### config.mk
export PLATFORM = sky130hd
export DESIGN_NAME = pba_front
export DESIGN_NICKNAME = d
export VERILOG_FILES = /design/src/design/pba_pkg.sv /design/src/design/pba_front.sv
export SDC_FILE = /design/constraint.sdc
export NUM_CORES = 1
export LEC_CHECK = 0
export ABC_AREA = 1
export ABC_CLOCK_PERIOD_IN_PS = 2050
export BUFFER_PORTS_ARGS = -buffer_cell sky130_fd_sc_hd__buf_2
export CAP_MARGIN = 20
export CORE_AREA = 2 2 105 107
export DETAILED_ROUTE_END_ITERATION = 10
export DIE_AREA = 0 0 107 109
export SLEW_MARGIN = 20
export SYNTH_ARGS = -nofsm -noshare
export SYNTH_HDL_FRONTEND = slang
export SYNTH_SLANG_ARGS = --single-unit
### constraint.sdc
create_clock -name vclk -period 2.05
set_input_delay 0.205 -clock vclk [all_inputs]
set_output_delay 0.205 -clock vclk [all_outputs]
set_load 0.01 [all_outputs]
### src/design/pba_pkg.sv
// ----------------------------------------------------------------------------
// pba_pkg: shared definitions for the Poly1305 block accumulator
// Widths, clamp masks, register indexes, queue item and back-end state type.
// ----------------------------------------------------------------------------
package pba_pkg;

  // Message block and accumulator widths.
  localparam int BLOCK_W     = 128;            // one 16-byte block
  localparam int BLOCK_BYTES = BLOCK_W / 8;
  localparam int MSG_W       = BLOCK_W + 1;    // block plus the high 2^128 bit
  localparam int ACC_W       = 131;            // 128 bits plus a 3-bit top
  localparam int H_W         = 132;            // accumulator plus message
  localparam int PROD_W      = 256;            // product kept modulo 2^256
  localparam int COUNT_W     = 5;

  localparam logic [COUNT_W-1:0] FULL_COUNT = COUNT_W'(BLOCK_BYTES);

  // Multiplier limbs.
  localparam int LIMB_W  = 32;
  localparam int H_LIMBS = 5;                  // covers the 132-bit sum
  localparam int R_LIMBS = 4;                  // covers the 128-bit key half r
  localparam int HI_W    = $clog2(H_LIMBS);
  localparam int RI_W    = $clog2(R_LIMBS);
  localparam int SH_W    = $clog2(H_LIMBS + R_LIMBS - 1);

  // Key clamp masks.
  localparam logic [63:0] CLAMP_LOW  = 64'h0FFF_FFFC_0FFF_FFFF;
  localparam logic [63:0] CLAMP_HIGH = 64'h0FFF_FFFC_0FFF_FFFC;

  // Configuration register indexes (register i sits at byte address 8*i).
  localparam logic REG_R_LOW  = 1'b0;
  localparam logic REG_R_HIGH = 1'b1;

  // Stream widths, padded to whole bytes.
  localparam int S_DATA_W = 136;
  localparam int M_DATA_W = 136;

  // Depth of the queue between front and back.
  localparam int QDEPTH = 2;

  typedef struct packed {
    logic [MSG_W-1:0] msg;    // padded block with the 2^128 bit where due
    logic             clear;  // zero the accumulator before this block
  } pba_item_t;

  typedef enum logic [2:0] {
    BK_IDLE,
    BK_MUL,
    BK_DRAIN,
    BK_FOLD,
    BK_DONE
  } back_state_t;

endpackage

### src/design/pba_front.sv
// ----------------------------------------------------------------------------
// pba_front: input acceptance and block classification
// Saturates the byte count, zero-fills a short block, places the 1 byte
// after its last valid byte, and sets the 2^128 bit for a full block.
// ----------------------------------------------------------------------------
module pba_front (
  input  logic                          in_valid,
  output logic                          in_ready,
  input  logic [pba_pkg::S_DATA_W-1:0]  in_data,
  input  logic                          in_user,
  input  logic                          q_full,
  output logic                          push,
  output pba_pkg::pba_item_t            push_item
);

  logic [pba_pkg::COUNT_W-1:0] n_sat;
  logic [pba_pkg::COUNT_W-1:0] count_in;
  logic [pba_pkg::BLOCK_W-1:0] padded;

  assign count_in = in_data[pba_pkg::BLOCK_W +: pba_pkg::COUNT_W];
  assign in_ready = !q_full;
  assign push     = in_valid && !q_full;

  always_comb begin
    n_sat = (count_in > pba_pkg::FULL_COUNT) ? pba_pkg::FULL_COUNT : count_in;
    for (int i = 0; i < pba_pkg::BLOCK_BYTES; i++) begin
      if (pba_pkg::COUNT_W'(i) < n_sat) begin
        padded[8*i +: 8] = in_data[8*i +: 8];
      end else if (pba_pkg::COUNT_W'(i) == n_sat) begin
        padded[8*i +: 8] = 8'h01;
      end else begin
        padded[8*i +: 8] = 8'h00;
      end
    end
  end

  assign push_item.msg   = {(n_sat == pba_pkg::FULL_COUNT), padded};
  assign push_item.clear = in_user;

endmodule

==> summary.md <==
| Metric | Value |
|---|---|
| Synthesis Warnings | `0` |
| Finished Layout Cells | `714` |
| Register share of total power | `0%` |
| WP data required | `~1.9 ns` |
| Post-DP HPWL | `between 6000 and 7000 um` |
| Routed WL | `6810 um` |
| Synth area leader | `inv_1` |
| Sequential cells | `0` |
| I/O pins | `271` |
| Post-synthesis cell area | `about 1300 um^2` |
| Pwr dens | `approximately 220 nW/um^2` |
| Max stage delay on crit path | `0.26 ns` |
| Die area | `11700 um^2` |
| First-pass detailed-route iteration total | `4` |
| Slowest CP cell | `buf_4` |
| Final setup margin | `0.395 ns` |
| Max Freq | `604 MHz` |
| Multi-input gate area | `774 um^2` |
| Worst setup EP type | `primary output` |
| Worst Setup SP | `in_data[132]` |
| Mapped Nets | `451` |
| Layout area overhead | `116%` |
| CP max FO | `23` |
| Die width | `107 um` |
| Final Hold Fails | `0` |
| Initial core utilization | `12.0%` |
| Worst Hold Depth | `0` |
| Hold_sp | `in_user` |
| Layout Nets | `roughly 720` |
| Initial antenna violation count | `0` |
| Placer Congestion | `0.752` |
| Sequential share of the synthesized area | `0%` |
| Largest net degree at the start of global routing | `24` |
| Postcts setup bufs | `0` |
| Vias/cell | `3.47` |
| Wire per inst | `9.54 um` |
| Clock buf count | `0` |
| Yosys cell types | `20` |
| Status | `finished clean` |
| LEAKAGE | `2.19 nW` |
| Antenna cell count | `0` |
| Clock share of power | `0%` |
| Tcrit/Tclk final | `80.7%` |
| Hold endpoint | `push_item[0]` |
| Die H | `between 100 and 150 um` |
| CP Data Arrival Time | `approximately 1.5 ns` |
| Syn Area/Cell | `around 4.1 um^2` |
| Syn Inst Count | `312` |
| Top cell type's share of synthesized area | `35.0%` |
| Drc violations | `0` |
| Vias | `2477` |
| Layout cell share with drive strength beyond 1 | `49.8%` |
| Vias in the first global route | `approximately 2100` |
| Site Rows | `38` |
| VDD IR-drop max | `0.0734 mV` |
| Max Slew Vio Count | `0` |
| Fillers | `approximately 1300` |
| Setup Viol. Count Final | `0` |
| Port bufs | `266` |
| Slew HR | `67.6%` |
| # resized after CTS | `0` |
| Min-delay worst type | `in2out` |
| Synth top area cells | `inv_1 35%, nor2_1 32%, nand2_1 12%` |
| Max-cap violation count | `0` |
| RSZ-0062 raised after global routing | `false` |
| GRT Overall Usage | `approximately a tenth` |
| Critical path type | `in2out` |
| Core Area | `around 11000 um^2` |
| Sw power | `0.327 mW` |
| FF/Latch Area | `0 um^2` |
| Crit path time final | `1.65 ns` |
| Worst slew pin tran | `a little under 0.5 ns` |
| Startpoint types | `input pin` |
| Setup TNS | `0 ns` |
| Combinational fraction of design power | `100.0%` |
| Crit path cell chain | `buf_2, nor2_4, buf_4, nand2_1, inv_2, nor2_1, nor2_1, buf_2` |
| Sw Share | `54.4%` |
| Post-route ant nets | `0` |
| Pint | `0.274 mW` |
| First-pass GRT wire length | `just under 10000 um` |
| Post-CTS Hold Buffers | `0` |
| Iter 0 DRT Violations | `90` |
| Pre-CTS setup slack | `0.366 ns` |
| Placed Cells | `~710` |
| GR Overflow Total | `0` |
## cell usage after synthesis, drive strengths merged
cell type and instances:
buf 5, nand3b 1, or2 1, nor2 113, o21ai 4, a21boi 7, a21oi 4, nand2 48
inv 124, nand4 1, nand3 3, clkbuf 1
## logic make-up after synthesis
family	count (synthesis)	share of synthesized area, %
and+or+nand+nor	167	52.8
buffers and inverters	130	39.4
AOI/OAI and AO/OA	15	7.83
## worst max-delay path by stage
stage | to | cells past startpoint
CTS | push_item[17] | 8
floorplan | push_item[33] | 5
global route | push_item[25] | 8
global placement | push_item[8] | 8
finish | push_item[25] | 8
detailed placement | push_item[17] | 8
## cells in the final DEF (no fill, tap or decap), types with 3 or more instances in the layout
cell type  netlist  layout
buf_2            3     266
inv_1          119     119
nor2_1         109     109
nand2_1         42      42
a21boi_0         7       7
nand2_2          6       6
inv_2            5       5
a21oi_1          3       3
o21ai_0          3       3
nand3_1          3       3
## power by group through the flow
stage	registers [mW]	clock network, mW	logic, mW
floorplan	0	0	0.287
global placement	0	0	0.607
detailed placement	0	0	0.609
CTS	0	0	0.611
global route	0	0	0.676
finish	0	0	0.601
## per-layer routing
layer	vias up	routed length [um]	GRT usage, %
li1	1357	-	-
met1	984	2700	11.9
met4	0	19	0.278
met3	2	598	1.14
met5	-	0	0
met2	134	3500	20.7
## critical path: cells and delay by family
family,cells,cell delay (ns)
buf+inv,4,0.77
simple gates,4,0.45
## cell type report
| cell class | count | share of cell area (%) |
|---|---|---|
| inverters | 124 | 16.9 |
| well taps | 140 | 6.34 |
| multi-input cells | 182 | 28.0 |
| repair buffers | 268 | 48.8 |
## through the flow
step	util [%]	power, mW	instance area, um^2	hold WS, ns
floorplan	-	0.287	1280	0.454
global placement	26.0	0.607	2760	0.410
detailed placement	26.0	0.609	2760	0.410
CTS	26.0	0.611	2760	0.410
global route	26.0	0.676	2760	0.410
finish	26.0	0.601	2760	0.410
No activity file was read; power rests on OpenSTA's default activity.
