$ cat src/design/pba_pkg.sv
// ----------------------------------------------------------------------------
// pba_pkg: shared definitions for the Poly1305 block accumulator
// Widths, clamp masks, register indexes, queue item and back-end state type.
// ----------------------------------------------------------------------------
package pba_pkg;

  // Message block and accumulator widths.
  localparam int BLOCK_W     = 128;            // one 16-byte block
  localparam int BLOCK_BYTES = BLOCK_W / 8;
  localparam int MSG_W       = BLOCK_W + 1;    // block plus the high 2^128 bit
  localparam int ACC_W       = 131;            // 128 bits plus a 3-bit top
  localparam int H_W         = 132;            // accumulator plus message
  localparam int PROD_W      = 256;            // product kept modulo 2^256
  localparam int COUNT_W     = 5;

  localparam logic [COUNT_W-1:0] FULL_COUNT = COUNT_W'(BLOCK_BYTES);

  // Multiplier limbs.
  localparam int LIMB_W  = 32;
  localparam int H_LIMBS = 5;                  // covers the 132-bit sum
  localparam int R_LIMBS = 4;                  // covers the 128-bit key half r
  localparam int HI_W    = $clog2(H_LIMBS);
  localparam int RI_W    = $clog2(R_LIMBS);
  localparam int SH_W    = $clog2(H_LIMBS + R_LIMBS - 1);

  // Key clamp masks.
  localparam logic [63:0] CLAMP_LOW  = 64'h0FFF_FFFC_0FFF_FFFF;
  localparam logic [63:0] CLAMP_HIGH = 64'h0FFF_FFFC_0FFF_FFFC;

  // Configuration register indexes (register i sits at byte address 8*i).
  localparam logic REG_R_LOW  = 1'b0;
  localparam logic REG_R_HIGH = 1'b1;

  // Stream widths, padded to whole bytes.
  localparam int S_DATA_W = 136;
  localparam int M_DATA_W = 136;

  // Depth of the queue between front and back.
  localparam int QDEPTH = 2;

  typedef struct packed {
    logic [MSG_W-1:0] msg;    // padded block with the 2^128 bit where due
    logic             clear;  // zero the accumulator before this block
  } pba_item_t;

  typedef enum logic [2:0] {
    BK_IDLE,
    BK_MUL,
    BK_DRAIN,
    BK_FOLD,
    BK_DONE
  } back_state_t;

endpackage

$ cat src/design/pba_queue.sv
// ----------------------------------------------------------------------------
// pba_queue: short item queue between front and back
// Keeps classified items so the input side can run ahead of the
// multiply-reduce sequencer.
// ----------------------------------------------------------------------------
module pba_queue (
  input  logic               clk,
  input  logic               rst,
  input  logic               push,
  input  pba_pkg::pba_item_t push_item,
  output logic               full,
  input  logic               pop,
  output logic               valid,
  output pba_pkg::pba_item_t pop_item
);

  localparam int PTR_W = $clog2(pba_pkg::QDEPTH);
  localparam int CNT_W = $clog2(pba_pkg::QDEPTH + 1);

  pba_pkg::pba_item_t mem [pba_pkg::QDEPTH];
  logic [PTR_W-1:0]   wr_ptr;
  logic [PTR_W-1:0]   rd_ptr;
  logic [CNT_W-1:0]   count;

  assign full     = (count == CNT_W'(pba_pkg::QDEPTH));
  assign valid    = (count != '0);
  assign pop_item = mem[rd_ptr];

  always_ff @(posedge clk) begin
    if (push) begin
      mem[wr_ptr] <= push_item;
    end
  end

  always_ff @(posedge clk) begin
    if (rst) begin
      wr_ptr <= '0;
      rd_ptr <= '0;
      count  <= '0;
    end else begin
      if (push) begin
        wr_ptr <= (wr_ptr == PTR_W'(pba_pkg::QDEPTH - 1)) ? '0 : wr_ptr + 1'b1;
      end
      if (pop) begin
        rd_ptr <= (rd_ptr == PTR_W'(pba_pkg::QDEPTH - 1)) ? '0 : rd_ptr + 1'b1;
      end
      if (push && !pop) begin
        count <= count + 1'b1;
      end else if (pop && !push) begin
        count <= count - 1'b1;
      end
    end
  end

endmodule

$ cat config.mk
export PLATFORM = sky130hd
export DESIGN_NAME = pba_queue
export DESIGN_NICKNAME = d
export VERILOG_FILES = /design/src/design/pba_pkg.sv /design/src/design/pba_queue.sv
export SDC_FILE = /design/constraint.sdc
export NUM_CORES = 1
export LEC_CHECK = 0
export BUFFER_PORTS_ARGS = -buffer_cell sky130_fd_sc_hd__buf_2
export CAP_MARGIN = 20
export CORE_UTILIZATION = 47
export CTS_CLUSTER_DIAMETER = 60
export DETAILED_ROUTE_END_ITERATION = 10
export GPL_TIMING_DRIVEN = 0
export PLACE_DENSITY = 0.87
export SLEW_MARGIN = 40
export SYNTH_ARGS = -nofsm -noshare
export SYNTH_HDL_FRONTEND = slang
export SYNTH_SLANG_ARGS = --single-unit
$ cat constraint.sdc
create_clock -name clk -period 7.89 [get_ports clk]
set_input_delay 1.1835 -clock clk [delete_from_list [all_inputs] [get_ports clk]]
set_output_delay 1.1835 -clock clk [all_outputs]
set_load 0.05 [all_outputs]
==> impl_metrics.yaml <==
logic_synthesis:
  synth_warnings: 0
  post-synth-top-count-cell: "sky130_fd_sc_hd__edfxtp_1"
  synthFlopType: "sky130_fd_sc_hd__edfxtp_1"
  synth.avg_cell_area_um2: 22.57
  mappedNetlistArea_um2: 9614
  synth_sequential_area_ratio_pct: 82.25
  synthesized_netlist_net_count: 561
  yosysTopAreaCellShare_pct: 81.21
  synth.top_cells.by_area: "sky130_fd_sc_hd__edfxtp_1 81%, sky130_fd_sc_hd__mux2_2 15%, sky130_fd_sc_hd__buf_6 1.2%"
  postSynthCellCount: 426
  synth_largest_area_cell: "sky130_fd_sc_hd__edfxtp_1"
  ys_seq_elements: 265
  synthTopCellsByCount: "260 x sky130_fd_sc_hd__edfxtp_1, 130 x sky130_fd_sc_hd__mux2_2, 10 x sky130_fd_sc_hd__buf_6, 5 x sky130_fd_sc_hd__dfxtp_1, 4 x sky130_fd_sc_hd__nor2_1"
  fraction_of_registers_with_async_set_reset_pct: 0
  synth-edff-count: 260
  yosysUniqueCellTypes: 17
clock_network:
  clock_path_buffers: 3
  clk_latency_ns: 0.51
  cts_buffers: 26
  cts_resized: 0
  buffer_count_from_post_cts_setup_fixing: 0
  clock_tree_from_tritoncts: "built"
  number_of_buffers_added_to_fix_hold_violations_after_cts: 0
  clkSlewWorstSetupHoldPaths_ns: 0.06
  root_buffer: "sky130_fd_sc_hd__clkbuf_16"
  tritoncts_num_sinks: 265
  cts.htree.levels: 1
cells_and_area:
  area_growth_syn_to_layout_pct: 28.11
  layout.filler_cells: 1401
  layoutNonFillerInstCount: 1017
  nNetsFinal: 866
  fraction_of_layout_cells_with_a_size_suffix_above_1_pct: 60.99
route:
  drtIter0Drc: 190
  met2RoutedLength_mm: 9.499
  metal1_wirelength_mm: 6.532
  detailedRoute.firstPassIterationCount: 4
  num_vias: 5015
  metal3_wl_mm: 1.517
  vias_per_cell: 4.931
  ant_nets: 0
  postRouteWirelength_mm: 18.05
  drc: 0
  top_signal_layer_used: "met5"
  avgRoutedWirePerCell_um: 17.75
global_routing:
  grt_first_pass_wirelength_mm: 27.95
  grtUsageTotal_pct: 17.18
  grt_antenna_before_repair: 2
  first_global_vias: 5401
  grt_remaining_overflow: 0
  largest_net_degree_at_the_start_of_global_routing: 37
floorplan:
  initial_core_util_pct: 48.60
  chipHeight_um: 145.0
  die_area_um2: 21030
  design.portCount: 266
  die_w_um: 145.0
  fp.coreArea_um2: 19780
  rows: 51
sta:
  grt_setup_unrepaired: "no"
  slew_headroom_pct: 64.83
  tightest_slew_ns: 0.5265
  achievable-frequency_mhz: 315.2
  time_the_final_worst_path_needs_with_i_o_delays_and_setup_ns: 3.173
  report.final.setup_viol: 0
  portion_of_the_clock_cycle_consumed_by_the_worst_path_in_the_final_layout_pct: 40.22
  final_max_slew_viol_count: 0
  report.final.hold_viol_count: 0
  finClkSkew_ns: 0.01414
  timing.hold.ws_ns: 0.5191
power_and_ir_drop:
  vdd_ir_drop_max_mv: 0.2103
  total_power_w: 0.003396
  cellLeakagePower_nw: 4.644
  power_density_nw_per_um2: 275.7
placement:
  globalplace.congestion: 0.7355
  post-place-cells: 968
  post_detail_place_hpwl_mm: 12.39
  count_of_port_buffers_added_during_placement: 265
critical_path:
  worst_setup_sp_type: "flop"
  crit_path_end_kind: "primary output"
  worst-path-max-fanout: 10
  path_class: "reg2out"
  worstPathRequired_ns: 6.71
  worst_ep_arrival_time_ns: 1.99
run_status:
  outcome: "finished, final reports clean"
job:
  timing.max_cap.violations: 0
min_path:
  hold_path.class: "reg2reg"
power breakdown:
part	internal, W	total (W)	leakage, nW	switching (W)
Sequential	0.00164	0.00166	2.48	0.0000198
Clock	0.000662	0.00114	0.385	0.000478
Combinational	0.000179	0.000594	1.78	0.000415
critical path, cell delays in order, from the launching register on:
cell	delay, ns
sky130_fd_sc_hd__dfxtp_1	0.38
sky130_fd_sc_hd__buf_4	0.30
sky130_fd_sc_hd__buf_6	0.20
sky130_fd_sc_hd__mux2_2	0.37
sky130_fd_sc_hd__buf_2	0.22
through the flow:
stage	worst slack (ns)	instance area [um^2]	util (%)	setup TNS, ns
finish	4.717	12320	62.26	0
global placement	-2.819	11270	56.98	-365.22
detailed placement	5.143	11520	58.24	0
CTS	4.647	12310	62.25	0
floorplan	0.4365	9614	-	0
global route	4.604	12310	62.25	0
flip-flops by register name (all words and copies together) (netlist names), named ones only:
signal and cells:
wr_ptr 1, count 2, mem 260, rd_ptr 1
path summary, 6_finish.rpt:
kind                from      endpoint  slack [ns]  depth (start not counted)
setup reg to reg  wr_ptr    mem[1][63]        6.06                          4
hold reg to reg   rd_ptr        rd_ptr        0.52                          2
setup / recovery    flop  pop_item[38]        4.72                          4
hold / removal    rd_ptr        rd_ptr        0.52                          2
logic make-up (layout without fill, tap and decap cells):
logic type / count (synthesis) / count (layout) / synth area share [%]
AOI/OAI and AO/OA: 2 / 2 / 0.1040
xor gates and xnor gates: 4 / 4 / 0.3645
adders and majority gates: 1 / 1 / 0.1301
buffers and inverters: 15 / 340 / 1.445
DFF: 265 / 265 / 82.25
muxes: 130 / 130 / 15.23
other: 0 / 1 / 0
and+or+nand+nor: 9 / 9 / 0.4816
layer usage:
metal	track usage, %	up-vias
met5	0	-
met4	5.479	2
met3	5.818	39
met2	31.92	203
met1	18.06	2459
li1	-	2312
final cells by class:
type                       instances  area [um^2]  area share, %
tap                              265        331.6          2.692
multi-input combinational        146         1578          12.81
clock buffer                      37        713.2          5.790
inverter                           1        3.754        0.03048
buffer                            14        135.1          1.097
timing repair buffer             277         1564          12.70
sequential                       265         7908          64.20
antenna                            1        2.502        0.02032
clock inverter                    11        81.33         0.6603
layout by cell type, fill, tap and decap left out, types with 2 or more instances in the layout:
master,synthesis,routed
sky130_fd_sc_hd__nor2_1,4,4
sky130_fd_sc_hd__buf_16,0,3
sky130_fd_sc_hd__buf_6,10,10
sky130_fd_sc_hd__clkinv_2,0,4
sky130_fd_sc_hd__buf_8,0,5
sky130_fd_sc_hd__buf_12,0,4
sky130_fd_sc_hd__clkinv_1,0,4
sky130_fd_sc_hd__clkbuf_1,0,10
sky130_fd_sc_hd__mux2_2,130,130
sky130_fd_sc_hd__buf_2,3,268
sky130_fd_sc_hd__xnor2_1,2,2
sky130_fd_sc_hd__dfxtp_1,5,5
sky130_fd_sc_hd__edfxtp_1,260,260
sky130_fd_sc_hd__xor2_1,2,2
sky130_fd_sc_hd__clkbuf_16,0,27
Note: power is estimated with default switching activity, not from simulation.
